`config.mk`:
```
export PLATFORM = sky130hd
export DESIGN_NAME = png_critical_chunk_filter
export DESIGN_NICKNAME = d
export VERILOG_FILES = /design/src/hdl/pccf_pkg.sv /design/src/hdl/png_critical_chunk_filter.sv /design/src/hdl/pccf_front.sv /design/src/hdl/pccf_fifo.sv /design/src/hdl/pccf_back.sv
export VERILOG_INCLUDE_DIRS = /design/src /design/src/hdl
export SDC_FILE = /design/constraint.sdc
export NUM_CORES = 1
export LEC_CHECK = 0
export BUFFER_PORTS_ARGS = -buffer_cell sky130_fd_sc_hd__buf_2
export CAP_MARGIN = 20
export CELL_PAD_IN_SITES_DETAIL_PLACEMENT = 0
export CELL_PAD_IN_SITES_GLOBAL_PLACEMENT = 1
export CORE_MARGIN = 2
export CORE_UTILIZATION = 45
export DETAILED_ROUTE_END_ITERATION = 8
export MAX_ROUTING_LAYER = met4
export PLACE_DENSITY_LB_ADDON = 0.12
export SYNTH_ARGS = -nofsm -noshare
export SYNTH_HDL_FRONTEND = slang
export SYNTH_SLANG_ARGS = --single-unit
```
`constraint.sdc`:
```
create_clock -name clk_i -period 18.1 [get_ports clk_i]
set_input_delay 2.715 -clock clk_i [delete_from_list [all_inputs] [get_ports clk_i]]
set_output_delay 2.715 -clock clk_i [all_outputs]
set_load 0.05 [all_outputs]
```
`src/hdl/assert_macros.svh`:
```
// Assertion macros used by the top level of the chunk filter.
`ifndef ASSERT_MACROS_SVH
`define ASSERT_MACROS_SVH

// Clocked assertion, switched off while the active-low reset is asserted.
`define ASSERT_CLK(label, clk, rst_n, prop, msg) \
  label: assert property (@(posedge clk) disable iff (!rst_n) (prop)) else $error(msg);

// Clocked implication with the same reset handling.
`define ASSERT_IMPL(label, clk, rst_n, ante, cons, msg) \
  label: assert property (@(posedge clk) disable iff (!rst_n) (ante) |-> (cons)) \
    else $error(msg);

`endif

```
`src/hdl/pccf_pkg.sv`:
```
// Package with the shared types and constants of the PNG critical chunk filter.
`timescale 1ns / 1ps
`default_nettype none

package pccf_pkg;

  localparam int unsigned HDR_BYTES  = 8;
  localparam int unsigned IDX_W      = $clog2(HDR_BYTES);
  // One header burst plus the body bytes that arrive while it drains.
  localparam int unsigned FIFO_DEPTH = 9;

  localparam logic [63:0] PNG_SIGNATURE = 64'h89504E470D0A1A0A;
  localparam logic [31:0] TYPE_IHDR     = 32'h49484452;
  localparam logic [31:0] TYPE_IDAT     = 32'h49444154;
  localparam logic [31:0] TYPE_PLTE     = 32'h504C5445;
  localparam logic [31:0] TYPE_IEND     = 32'h49454E44;

  typedef enum logic [1:0] {
    ST_OK       = 2'd0,
    ST_BAD_SIG  = 2'd1,
    ST_TRUNC    = 2'd2
  } status_e;

  // One queued job: either a burst of eight held bytes or a single result.
  typedef struct packed {
    logic        burst;
    logic [63:0] bytes;     // burst: oldest byte highest; single: byte in [7:0]
    logic        has_byte;
    status_e     status;    // goes on the last result of the job
  } job_t;

  function automatic logic is_critical(logic [31:0] type_word);
    return (type_word == TYPE_IHDR) || (type_word == TYPE_IDAT) ||
           (type_word == TYPE_PLTE) || (type_word == TYPE_IEND);
  endfunction

endpackage

`default_nettype wire

```
`src/hdl/png_critical_chunk_filter.sv`:
```
// PNG critical chunk filter: top level with parser, job queue and output sequencer.
// Usage: the file enters one byte per transaction on the s_axis side, with tlast
// set on its final byte. The signature is echoed if valid, chunks of type IHDR,
// IDAT, PLTE and IEND pass through whole, and all other chunks are dropped.
// Each master-side transaction carries one result: the byte in tdata, has_byte
// and status in tuser, and tlast on the last result caused by one input byte.
// A result with has_byte low carries only an error status on a byte with no output.
// An accepted byte is queued and then loaded into the output register. Throughput:
// one input byte per cycle while the queue is not full. The eighth byte of a kept
// header yields eight results, drained one per cycle by the output sequencer while
// the receiver is ready; the output register sets the sustained rate of one result
// per cycle. A queue of FifoDepth jobs lets the parser keep accepting while a burst
// drains; nine jobs hold one burst plus the body bytes that arrive behind it.
// When the receiver stalls, the output register holds, the queue fills, and
// s_axis_tready_o drops once the queue is full; nothing is lost.
// Reset clears the parser to expect a signature and empties the queue and the
// output register. After a bad signature the parser ignores bytes until the
// end of the file; any tlast starts a new file on the next byte.
`timescale 1ns / 1ps
`default_nettype none
`include "assert_macros.svh"

module png_critical_chunk_filter #(
  parameter int unsigned FifoDepth = pccf_pkg::FIFO_DEPTH
) (
  input  wire logic       clk_i,
  input  wire logic       rst_ni,
  input  wire logic       s_axis_tvalid_i,
  output logic            s_axis_tready_o,
  input  wire logic [7:0] s_axis_tdata_i,   // [7:0] in_byte
  input  wire logic       s_axis_tlast_i,   // end_of_file
  output logic            m_axis_tvalid_o,
  input  wire logic       m_axis_tready_i,
  output logic [7:0]      m_axis_tdata_o,   // [7:0] data_byte
  output logic [2:0]      m_axis_tuser_o,   // [0] has_byte, [2:1] status
  output logic            m_axis_tlast_o    // run_last
);

  pccf_pkg::job_t push_job;
  pccf_pkg::job_t head_job;
  logic           push;
  logic           pop;
  logic           fifo_empty;
  logic           fifo_full;

  // The parser classifies every byte and queues at most one job per byte.
  pccf_front u_front (
    .clk_i      (clk_i),
    .rst_ni     (rst_ni),
    .in_valid_i (s_axis_tvalid_i),
    .in_byte_i  (s_axis_tdata_i),
    .in_eof_i   (s_axis_tlast_i),
    .in_ready_o (s_axis_tready_o),
    .full_i     (fifo_full),
    .push_o     (push),
    .job_o      (push_job)
  );

  pccf_fifo #(
    .Depth (FifoDepth)
  ) u_fifo (
    .clk_i      (clk_i),
    .rst_ni     (rst_ni),
    .push_i     (push),
    .push_job_i (push_job),
    .pop_i      (pop),
    .head_job_o (head_job),
    .empty_o    (fifo_empty),
    .full_o     (fifo_full)
  );

  // The sequencer turns a burst job into eight results, one per transaction.
  pccf_back u_back (
    .clk_i       (clk_i),
    .rst_ni      (rst_ni),
    .head_job_i  (head_job),
    .empty_i     (fifo_empty),
    .pop_o       (pop),
    .out_valid_o (m_axis_tvalid_o),
    .out_ready_i (m_axis_tready_i),
    .out_byte_o  (m_axis_tdata_o),
    .out_user_o  (m_axis_tuser_o),
    .out_last_o  (m_axis_tlast_o)
  );

  // A nonzero status only ever rides on the last result of an input byte.
  `ASSERT_IMPL(a_status_on_last, clk_i, rst_ni,
    m_axis_tvalid_o && (m_axis_tuser_o[2:1] != pccf_pkg::ST_OK), m_axis_tlast_o,
    "status on a result that is not last")
  // A result without a byte exists only to carry an error status.
  `ASSERT_IMPL(a_empty_has_status, clk_i, rst_ni, m_axis_tvalid_o && !m_axis_tuser_o[0],
    (m_axis_tuser_o[2:1] != pccf_pkg::ST_OK) && m_axis_tlast_o && (m_axis_tdata_o == 8'h00),
    "empty result without status")
  // The status code never takes the unused encoding.
  `ASSERT_IMPL(a_status_code, clk_i, rst_ni, m_axis_tvalid_o,
    m_axis_tuser_o[2:1] <= pccf_pkg::ST_TRUNC, "illegal status code")

endmodule

`default_nettype wire

```
`src/hdl/pccf_front.sv`:
```
// Front end: parses the byte stream and turns each byte into at most one job.
`timescale 1ns / 1ps
`default_nettype none

module pccf_front (
  input  wire logic           clk_i,
  input  wire logic           rst_ni,
  input  wire logic           in_valid_i,
  input  wire logic [7:0]     in_byte_i,
  input  wire logic           in_eof_i,
  output logic                in_ready_o,
  input  wire logic           full_i,
  output logic                push_o,
  output pccf_pkg::job_t      job_o
);

  typedef enum logic [3:0] {
    PH_SIG  = 4'b0001,
    PH_HDR  = 4'b0010,
    PH_BODY = 4'b0100,
    PH_ERR  = 4'b1000
  } phase_e;

  phase_e                         phase_q, phase_d;
  logic [pccf_pkg::IDX_W-1:0]     pos_q, pos_d;
  logic [63:0]                    hdr_q, hdr_d;
  logic [32:0]                    rem_q, rem_d;
  logic                           keep_q, keep_d;
  logic                           accept;
  logic                           pos_full;
  logic                           body_done;

  assign in_ready_o = !full_i;
  assign accept     = in_valid_i && !full_i;
  assign pos_full   = (pos_q == pccf_pkg::IDX_W'(pccf_pkg::HDR_BYTES - 1));
  assign body_done  = (rem_q == 33'd1);

  always_comb begin
    phase_d = phase_q;
    pos_d   = pos_q;
    hdr_d   = hdr_q;
    rem_d   = rem_q;
    keep_d  = keep_q;
    push_o  = 1'b0;
    job_o   = '{burst: 1'b0, bytes: '0, has_byte: 1'b0, status: pccf_pkg::ST_OK};

    if (accept) begin
      case (phase_q)
        PH_SIG: begin
          hdr_d = {hdr_q[55:0], in_byte_i};
          if (pos_full) begin
            pos_d  = '0;
            push_o = 1'b1;
            if (hdr_d == pccf_pkg::PNG_SIGNATURE) begin
              job_o.burst    = 1'b1;
              job_o.bytes    = hdr_d;
              job_o.has_byte = 1'b1;
              phase_d        = PH_HDR;
            end else begin
              job_o.status = pccf_pkg::ST_BAD_SIG;
              phase_d      = PH_ERR;
            end
          end else begin
            pos_d = pos_q + 1'b1;
            if (in_eof_i) begin
              push_o       = 1'b1;
              job_o.status = pccf_pkg::ST_TRUNC;
            end
          end
        end
        PH_HDR: begin
          hdr_d = {hdr_q[55:0], in_byte_i};
          if (pos_full) begin
            pos_d   = '0;
            keep_d  = pccf_pkg::is_critical(hdr_d[31:0]);
            rem_d   = {1'b0, hdr_d[63:32]} + 33'd4;
            phase_d = PH_BODY;
            if (keep_d) begin
              push_o         = 1'b1;
              job_o.burst    = 1'b1;
              job_o.bytes    = hdr_d;
              job_o.has_byte = 1'b1;
            end
          end else begin
            pos_d = pos_q + 1'b1;
          end
          if (in_eof_i) begin
            push_o       = 1'b1;
            job_o.status = pccf_pkg::ST_TRUNC;
          end
        end
        PH_BODY: begin
          rem_d = rem_q - 33'd1;
          if (body_done) begin
            phase_d = PH_HDR;
            pos_d   = '0;
          end else if (in_eof_i) begin
            job_o.status = pccf_pkg::ST_TRUNC;
          end
          job_o.bytes[7:0] = keep_q ? in_byte_i : 8'h00;
          job_o.has_byte   = keep_q;
          push_o           = keep_q || (job_o.status != pccf_pkg::ST_OK);
        end
        PH_ERR: begin
          // Bytes are dropped until the end of the file.
        end
        default: begin
          phase_d = PH_ERR;
        end
      endcase

      // The end of the file always starts a fresh file on the next byte.
      if (in_eof_i) begin
        phase_d = PH_SIG;
        pos_d   = '0;
        keep_d  = 1'b0;
      end
    end
  end

  always_ff @(posedge clk_i or negedge rst_ni) begin
    if (!rst_ni) begin
      phase_q <= PH_SIG;
      pos_q   <= '0;
      keep_q  <= 1'b0;
    end else begin
      phase_q <= phase_d;
      pos_q   <= pos_d;
      keep_q  <= keep_d;
    end
  end

  always_ff @(posedge clk_i) begin
    hdr_q <= hdr_d;
    rem_q <= rem_d;
  end

endmodule

`default_nettype wire

```
`src/hdl/pccf_fifo.sv`:
```
// Short job queue between the parser and the output sequencer.
`timescale 1ns / 1ps
`default_nettype none

module pccf_fifo #(
  parameter int unsigned Depth = pccf_pkg::FIFO_DEPTH
) (
  input  wire logic           clk_i,
  input  wire logic           rst_ni,
  input  wire logic           push_i,
  input  wire pccf_pkg::job_t push_job_i,
  input  wire logic           pop_i,
  output pccf_pkg::job_t      head_job_o,
  output logic                empty_o,
  output logic                full_o
);

  localparam int unsigned PtrW = (Depth > 1) ? $clog2(Depth) : 1;
  localparam int unsigned CntW = $clog2(Depth + 1);

  pccf_pkg::job_t  entries_q [Depth];
  logic [PtrW-1:0] wr_ptr_q, rd_ptr_q;
  logic [CntW-1:0] count_q;
  logic            do_push;
  logic            do_pop;

  assign empty_o    = (count_q == '0);
  assign full_o     = (count_q == CntW'(Depth));
  assign do_push    = push_i && !full_o;
  assign do_pop     = pop_i && !empty_o;
  assign head_job_o = entries_q[rd_ptr_q];

  function automatic logic [PtrW-1:0] next_ptr(logic [PtrW-1:0] ptr);
    return (ptr == PtrW'(Depth - 1)) ? '0 : ptr + 1'b1;
  endfunction

  always_ff @(posedge clk_i) begin
    if (do_push) begin
      entries_q[wr_ptr_q] <= push_job_i;
    end
  end

  always_ff @(posedge clk_i or negedge rst_ni) begin
    if (!rst_ni) begin
      wr_ptr_q <= '0;
      rd_ptr_q <= '0;
      count_q  <= '0;
    end else begin
      if (do_push) begin
        wr_ptr_q <= next_ptr(wr_ptr_q);
      end
      if (do_pop) begin
        rd_ptr_q <= next_ptr(rd_ptr_q);
      end
      if (do_push && !do_pop) begin
        count_q <= count_q + 1'b1;
      end else if (do_pop && !do_push) begin
        count_q <= count_q - 1'b1;
      end
    end
  end

endmodule

`default_nettype wire

```
`src/hdl/pccf_back.sv`:
```
// Back end: expands queued jobs into results and holds them in the output register.
`timescale 1ns / 1ps
`default_nettype none

module pccf_back (
  input  wire logic           clk_i,
  input  wire logic           rst_ni,
  input  wire pccf_pkg::job_t head_job_i,
  input  wire logic           empty_i,
  output logic                pop_o,
  output logic                out_valid_o,
  input  wire logic           out_ready_i,
  output logic [7:0]          out_byte_o,
  output logic [2:0]          out_user_o,
  output logic                out_last_o
);

  logic [pccf_pkg::IDX_W-1:0] idx_q, idx_d;
  logic                       valid_q;
  logic [7:0]                 byte_q;
  logic [2:0]                 user_q;
  logic                       last_q;
  logic                       load;
  logic                       res_last;
  logic [7:0]                 res_byte;
  pccf_pkg::status_e          res_status;

  assign load = !empty_i && (!valid_q || out_ready_i);

  always_comb begin
    res_last   = !head_job_i.burst ||
                 (idx_q == pccf_pkg::IDX_W'(pccf_pkg::HDR_BYTES - 1));
    res_byte   = head_job_i.burst ?
                 head_job_i.bytes[8 * (pccf_pkg::HDR_BYTES - 1 - idx_q) +: 8] :
                 head_job_i.bytes[7:0];
    res_status = res_last ? head_job_i.status : pccf_pkg::ST_OK;
    idx_d      = idx_q;
    if (load) begin
      idx_d = res_last ? '0 : idx_q + 1'b1;
    end
  end

  assign pop_o = load && res_last;

  always_ff @(posedge clk_i or negedge rst_ni) begin
    if (!rst_ni) begin
      valid_q <= 1'b0;
      idx_q   <= '0;
    end else begin
      idx_q <= idx_d;
      if (load) begin
        valid_q <= 1'b1;
      end else if (out_ready_i) begin
        valid_q <= 1'b0;
      end
    end
  end

  always_ff @(posedge clk_i) begin
    if (load) begin
      byte_q <= res_byte;
      user_q <= {res_status, head_job_i.has_byte};
      last_q <= res_last;
    end
  end

  assign out_valid_o = valid_q;
  assign out_byte_o  = byte_q;
  assign out_user_o  = user_q;
  assign out_last_o  = last_q;

endmodule

`default_nettype wire
```
==> run_results.csv <==
group,metric,value,unit
grt,grt_pass1_wl,115,mm
placed_design,gp_congestion,0.809,
worst_setup_path,timing.critical_path.mode_cell,"buf_4",
cts,numCtsBuffers,79,
timing,finalHoldViolCount,0,
pwr,p_leak,11.5,nW
cts,clockRootBuffer,"clkbuf_16",
cts,numClockSinks,737,
grt,grt_pass1_vias,16800,
floorplanning,fp.dieH,265,µm
logic_synthesis,synth_flop_cell,"edfxtp_1",
grt,grt.overflow.total,0,
status,run_status,"complete, no violations",
grt,antenna_found_initial,8,
placed_design,dp_slack,11550,ps
logic_synthesis,avgSynthCellArea,17.8,µm²
logic_synthesis,yosysSeqAreaShare,71.6,%
routing,top_layer,"met4",
hold_path,min_from,"u_front.hdr_q[12]",
routing,wl_met3,4.06,mm
routing,drt_pass1_iterations,7,
logic_synthesis,yosys_warnings,0,
worst_setup_path,slowest_delay,770,ps
placed_design,placed_area,32200,µm²
timing,tightest_slew,1140,ps
final_layout,fin_util,51.7,%
routing,drtAntennaViolNets,0,
timing,finalCritPeriodShare,32.8,%
floorplanning,initial_utilization,45.6,%
final_layout,fin_area,34900,µm²
worst_setup_path,path_class,"in2reg",
grt,grtUsageTotal,23.3,%
cts,post_cts_buffers,0,
floorplanning,dieArea,70400,µm²
routing,met2_length,37.8,mm
routing,drc,0,
final_layout,multi_input_area,8460,µm²
cts,cts_tree,"done",
worst_setup_path,start_kind,"primary input",
timing,fin_tns_setup,0,ps
worst_setup_path,required,18320,ps
timing,timing.fmax,168,MHz
logic_synthesis,syn-cell-area,30700,µm²
worst_setup_path,critPathTopFamily,"simple AND/OR/NAND/NOR gates",
logic_synthesis,ys_seq_elements,737,
routing,drt-wirelength-per-cell,27.9,µm
floorplanning,die_w,265,µm
placed_design,dp_hpwl,45.7,mm
cts,cts_buffer_depth,3,
placed_design,port_buffers,26,
worst_setup_path,crit_path_top_delay_cell,"buf_4",
timing,layout_min_cycle_time,5940,ps
final_layout,layout-drive-gt1-share,21.0,%
pwr,ir_worst_vdd,0.113,mV
floorplanning,coreArea,67400,µm²
floorplanning,rows,95,
timing,setup_viol,0,
routing,via_count,16300,
grt,grt_max_degree,77,
timing,fin_hold_ws,472,ps
routing,routed_wl,78.1,mm
timing,skew,28.1,ps
cts,ctsHoldBuffers,0,
logic_synthesis,synthCells,1725,
worst_setup_path,cp-end-kind,"flop",
final_layout,fillers,5400,
final_layout,area.growth.synth_to_final,13.4,%
floorplanning,io_pins,27,
pwr,totalPowerFinal,4.91,mW
hold_path,hp-class,"reg2reg",
routing,drt-initial-drc-count,1620,
final_layout,layout.nets,1890,
worst_setup_path,crit_start,"s_axis_tvalid_i",
worst_setup_path,critPathMaxFanout,50,
placed_design,placed_cells,2647,
routing,via_per_inst,5.82,
worst_setup_path,reg2reg_from,"u_fifo.rd_ptr_q[2]",
cts,cts_resized,0,
logic_synthesis,synth_cell_types,79,
final_layout,seq_area,22000,µm²
worst_setup_path,path_buf_inv,4,
timing,slew_headroom,23.1,%
cts,htree_levels,3,
timing,rsz0062_at_grt,"no",
logic_synthesis,synth_edf_count,713,
logic_synthesis,async_reset_ff_share,3.26,%
routing,drt-met1-wl,34.5,mm
timing,timing.final.ws_setup,12160,ps
worst_setup_path,crit_chain,"buf_2 -> and2_1 -> nand3_2 -> buf_4 -> or3_1 -> and3_1 -> nor4b_2 -> buf_4 -> buf_4",
final_layout,stdcell_count,2795,
cts,clk_latency,620,ps
cts,clk_pin_slew,60,ps
pwr,pwr_density_cell,141,nW/µm²
worst_setup_path,worstPathArrival,6150,ps
flow_run,maxCapViolCount,0,
timing,drv_slew,0,
[per-layer routing]
| layer | GRT usage (%) | vias to the layer above |
|---|---|---|
| met5 | - | - |
| met4 | 5.94 | 0 |
| met3 | 4.09 | 104 |
| met2 | 36.7 | 446 |
| met1 | 31.9 | 8569 |
| li1 | - | 7134 |
[layout make-up]
class                      count  share of cell area, %
antenna                        4                 0.0287
clock buffer                  96                   5.94
clock inverter                44                   1.74
multi-input combinational    937                   24.3
inverter                      33                  0.355
timing repair buffer          71                   1.39
tap                          873                   3.13
sequential                   737                   63.2
[where the power goes]
group | internal, mW | leakage, nW | switching (mW)
Combinational | 0.481 | 3.18 | 0.696
Clock | 1.03 | 1.31 | 0.657
Sequential | 1.94 | 6.99 | 0.110
Total | 3.45 | 11.5 | 1.46
[path summary, 6_finish.rpt]
| path | to | slack (ps) | cells past startpoint |
|---|---|---|---|
| worst max-delay path | u_fifo.entries_q[1][48] | 12160 | 9 |
| worst min-delay path | u_front.hdr_q[20] | 470 | 0 |
| worst max register to register | u_back.out_byte_o[0] | 13370 | 8 |
| worst min register to register | u_front.hdr_q[20] | 470 | 0 |
| max in group asynchronous | u_fifo.rd_ptr_q[2] | 15410 | 1 |
| min in group asynchronous | u_fifo.count_q[0] | 2160 | 1 |
[synthesized netlist by cell type (all sizes together) (7+ instances only)]
library cell	number	area share, %
edfxtp	713	70
nor3b	44	1.3
a31oi	10	0.20
dfrtp	23	1.9
nand2	133	1.6
mux4	151	11
inv	31	0.38
and3	11	0.22
nor4	21	0.61
nand4	19	0.39
buf	52	1.2
a211oi	11	0.27
clkbuf	37	0.45
ha	17	0.69
nor2	71	0.87
a21oi	45	0.73
mux2	12	0.44
nor3	30	0.56
mux2i	38	1.2
or3	8	0.18
nand3	37	0.60
xor2	18	0.51
o21ai	38	0.62
xnor2	43	1.2
nand2b	10	0.20
nor4bb	7	0.23
[kinds of logic after synthesis]
logic type                 Yosys count  synth area share, %
buffers and inverters              122                 2.03
xor gates and xnor gates            61                 1.74
DFF                                737                 71.6
and+or+nand+nor                    424                 7.76
other                                1               0.0122
AOI/OAI and AO/OA                  161                 3.37
adders and majority gates           18                0.757
muxes                              201                 12.7
[cell usage in the layout (no fill, tap or decap), drive strengths merged, types with 7 or more instances in the layout]
cell    netlist  final
nor2         71     71
inv          31     35
clkinv        2     25
nor4bb        7      7
mux4        151    151
a211oi       11     11
a21oi        45     45
conb          1     72
nand4        19     19
ha           17     17
clkbuf       37     99
o21ai        38     38
nand2       133    133
nand2b       10     10
edfxtp      713    713
and3         11     11
buf          52     68
dfrtp        23     23
a31oi        10     10
nor4         21     21
nand3        37     37
nor3         30     30
or3           8      8
mux2         12     12
xnor2        43     43
mux2i        38     38
xor2         18     18
nor3b        44     44
bufinv        0     15
[sequential cells by signal (all words and copies together) (netlist names)]
name,flops
u_back.out_user_o,3
u_fifo.wr_ptr_q,4
u_front.phase_q,4
u_fifo.count_q,4
u_front.hdr_q,56
u_back.out_byte_o,8
u_front.keep_q,1
u_fifo.rd_ptr_q,4
u_front.rem_q,33
u_back.idx_q,3
u_back.out_valid_o,1
u_front.pos_q,3
u_fifo.entries_q,612
u_back.out_last_o,1
Power figures use the tool's default switching activity.
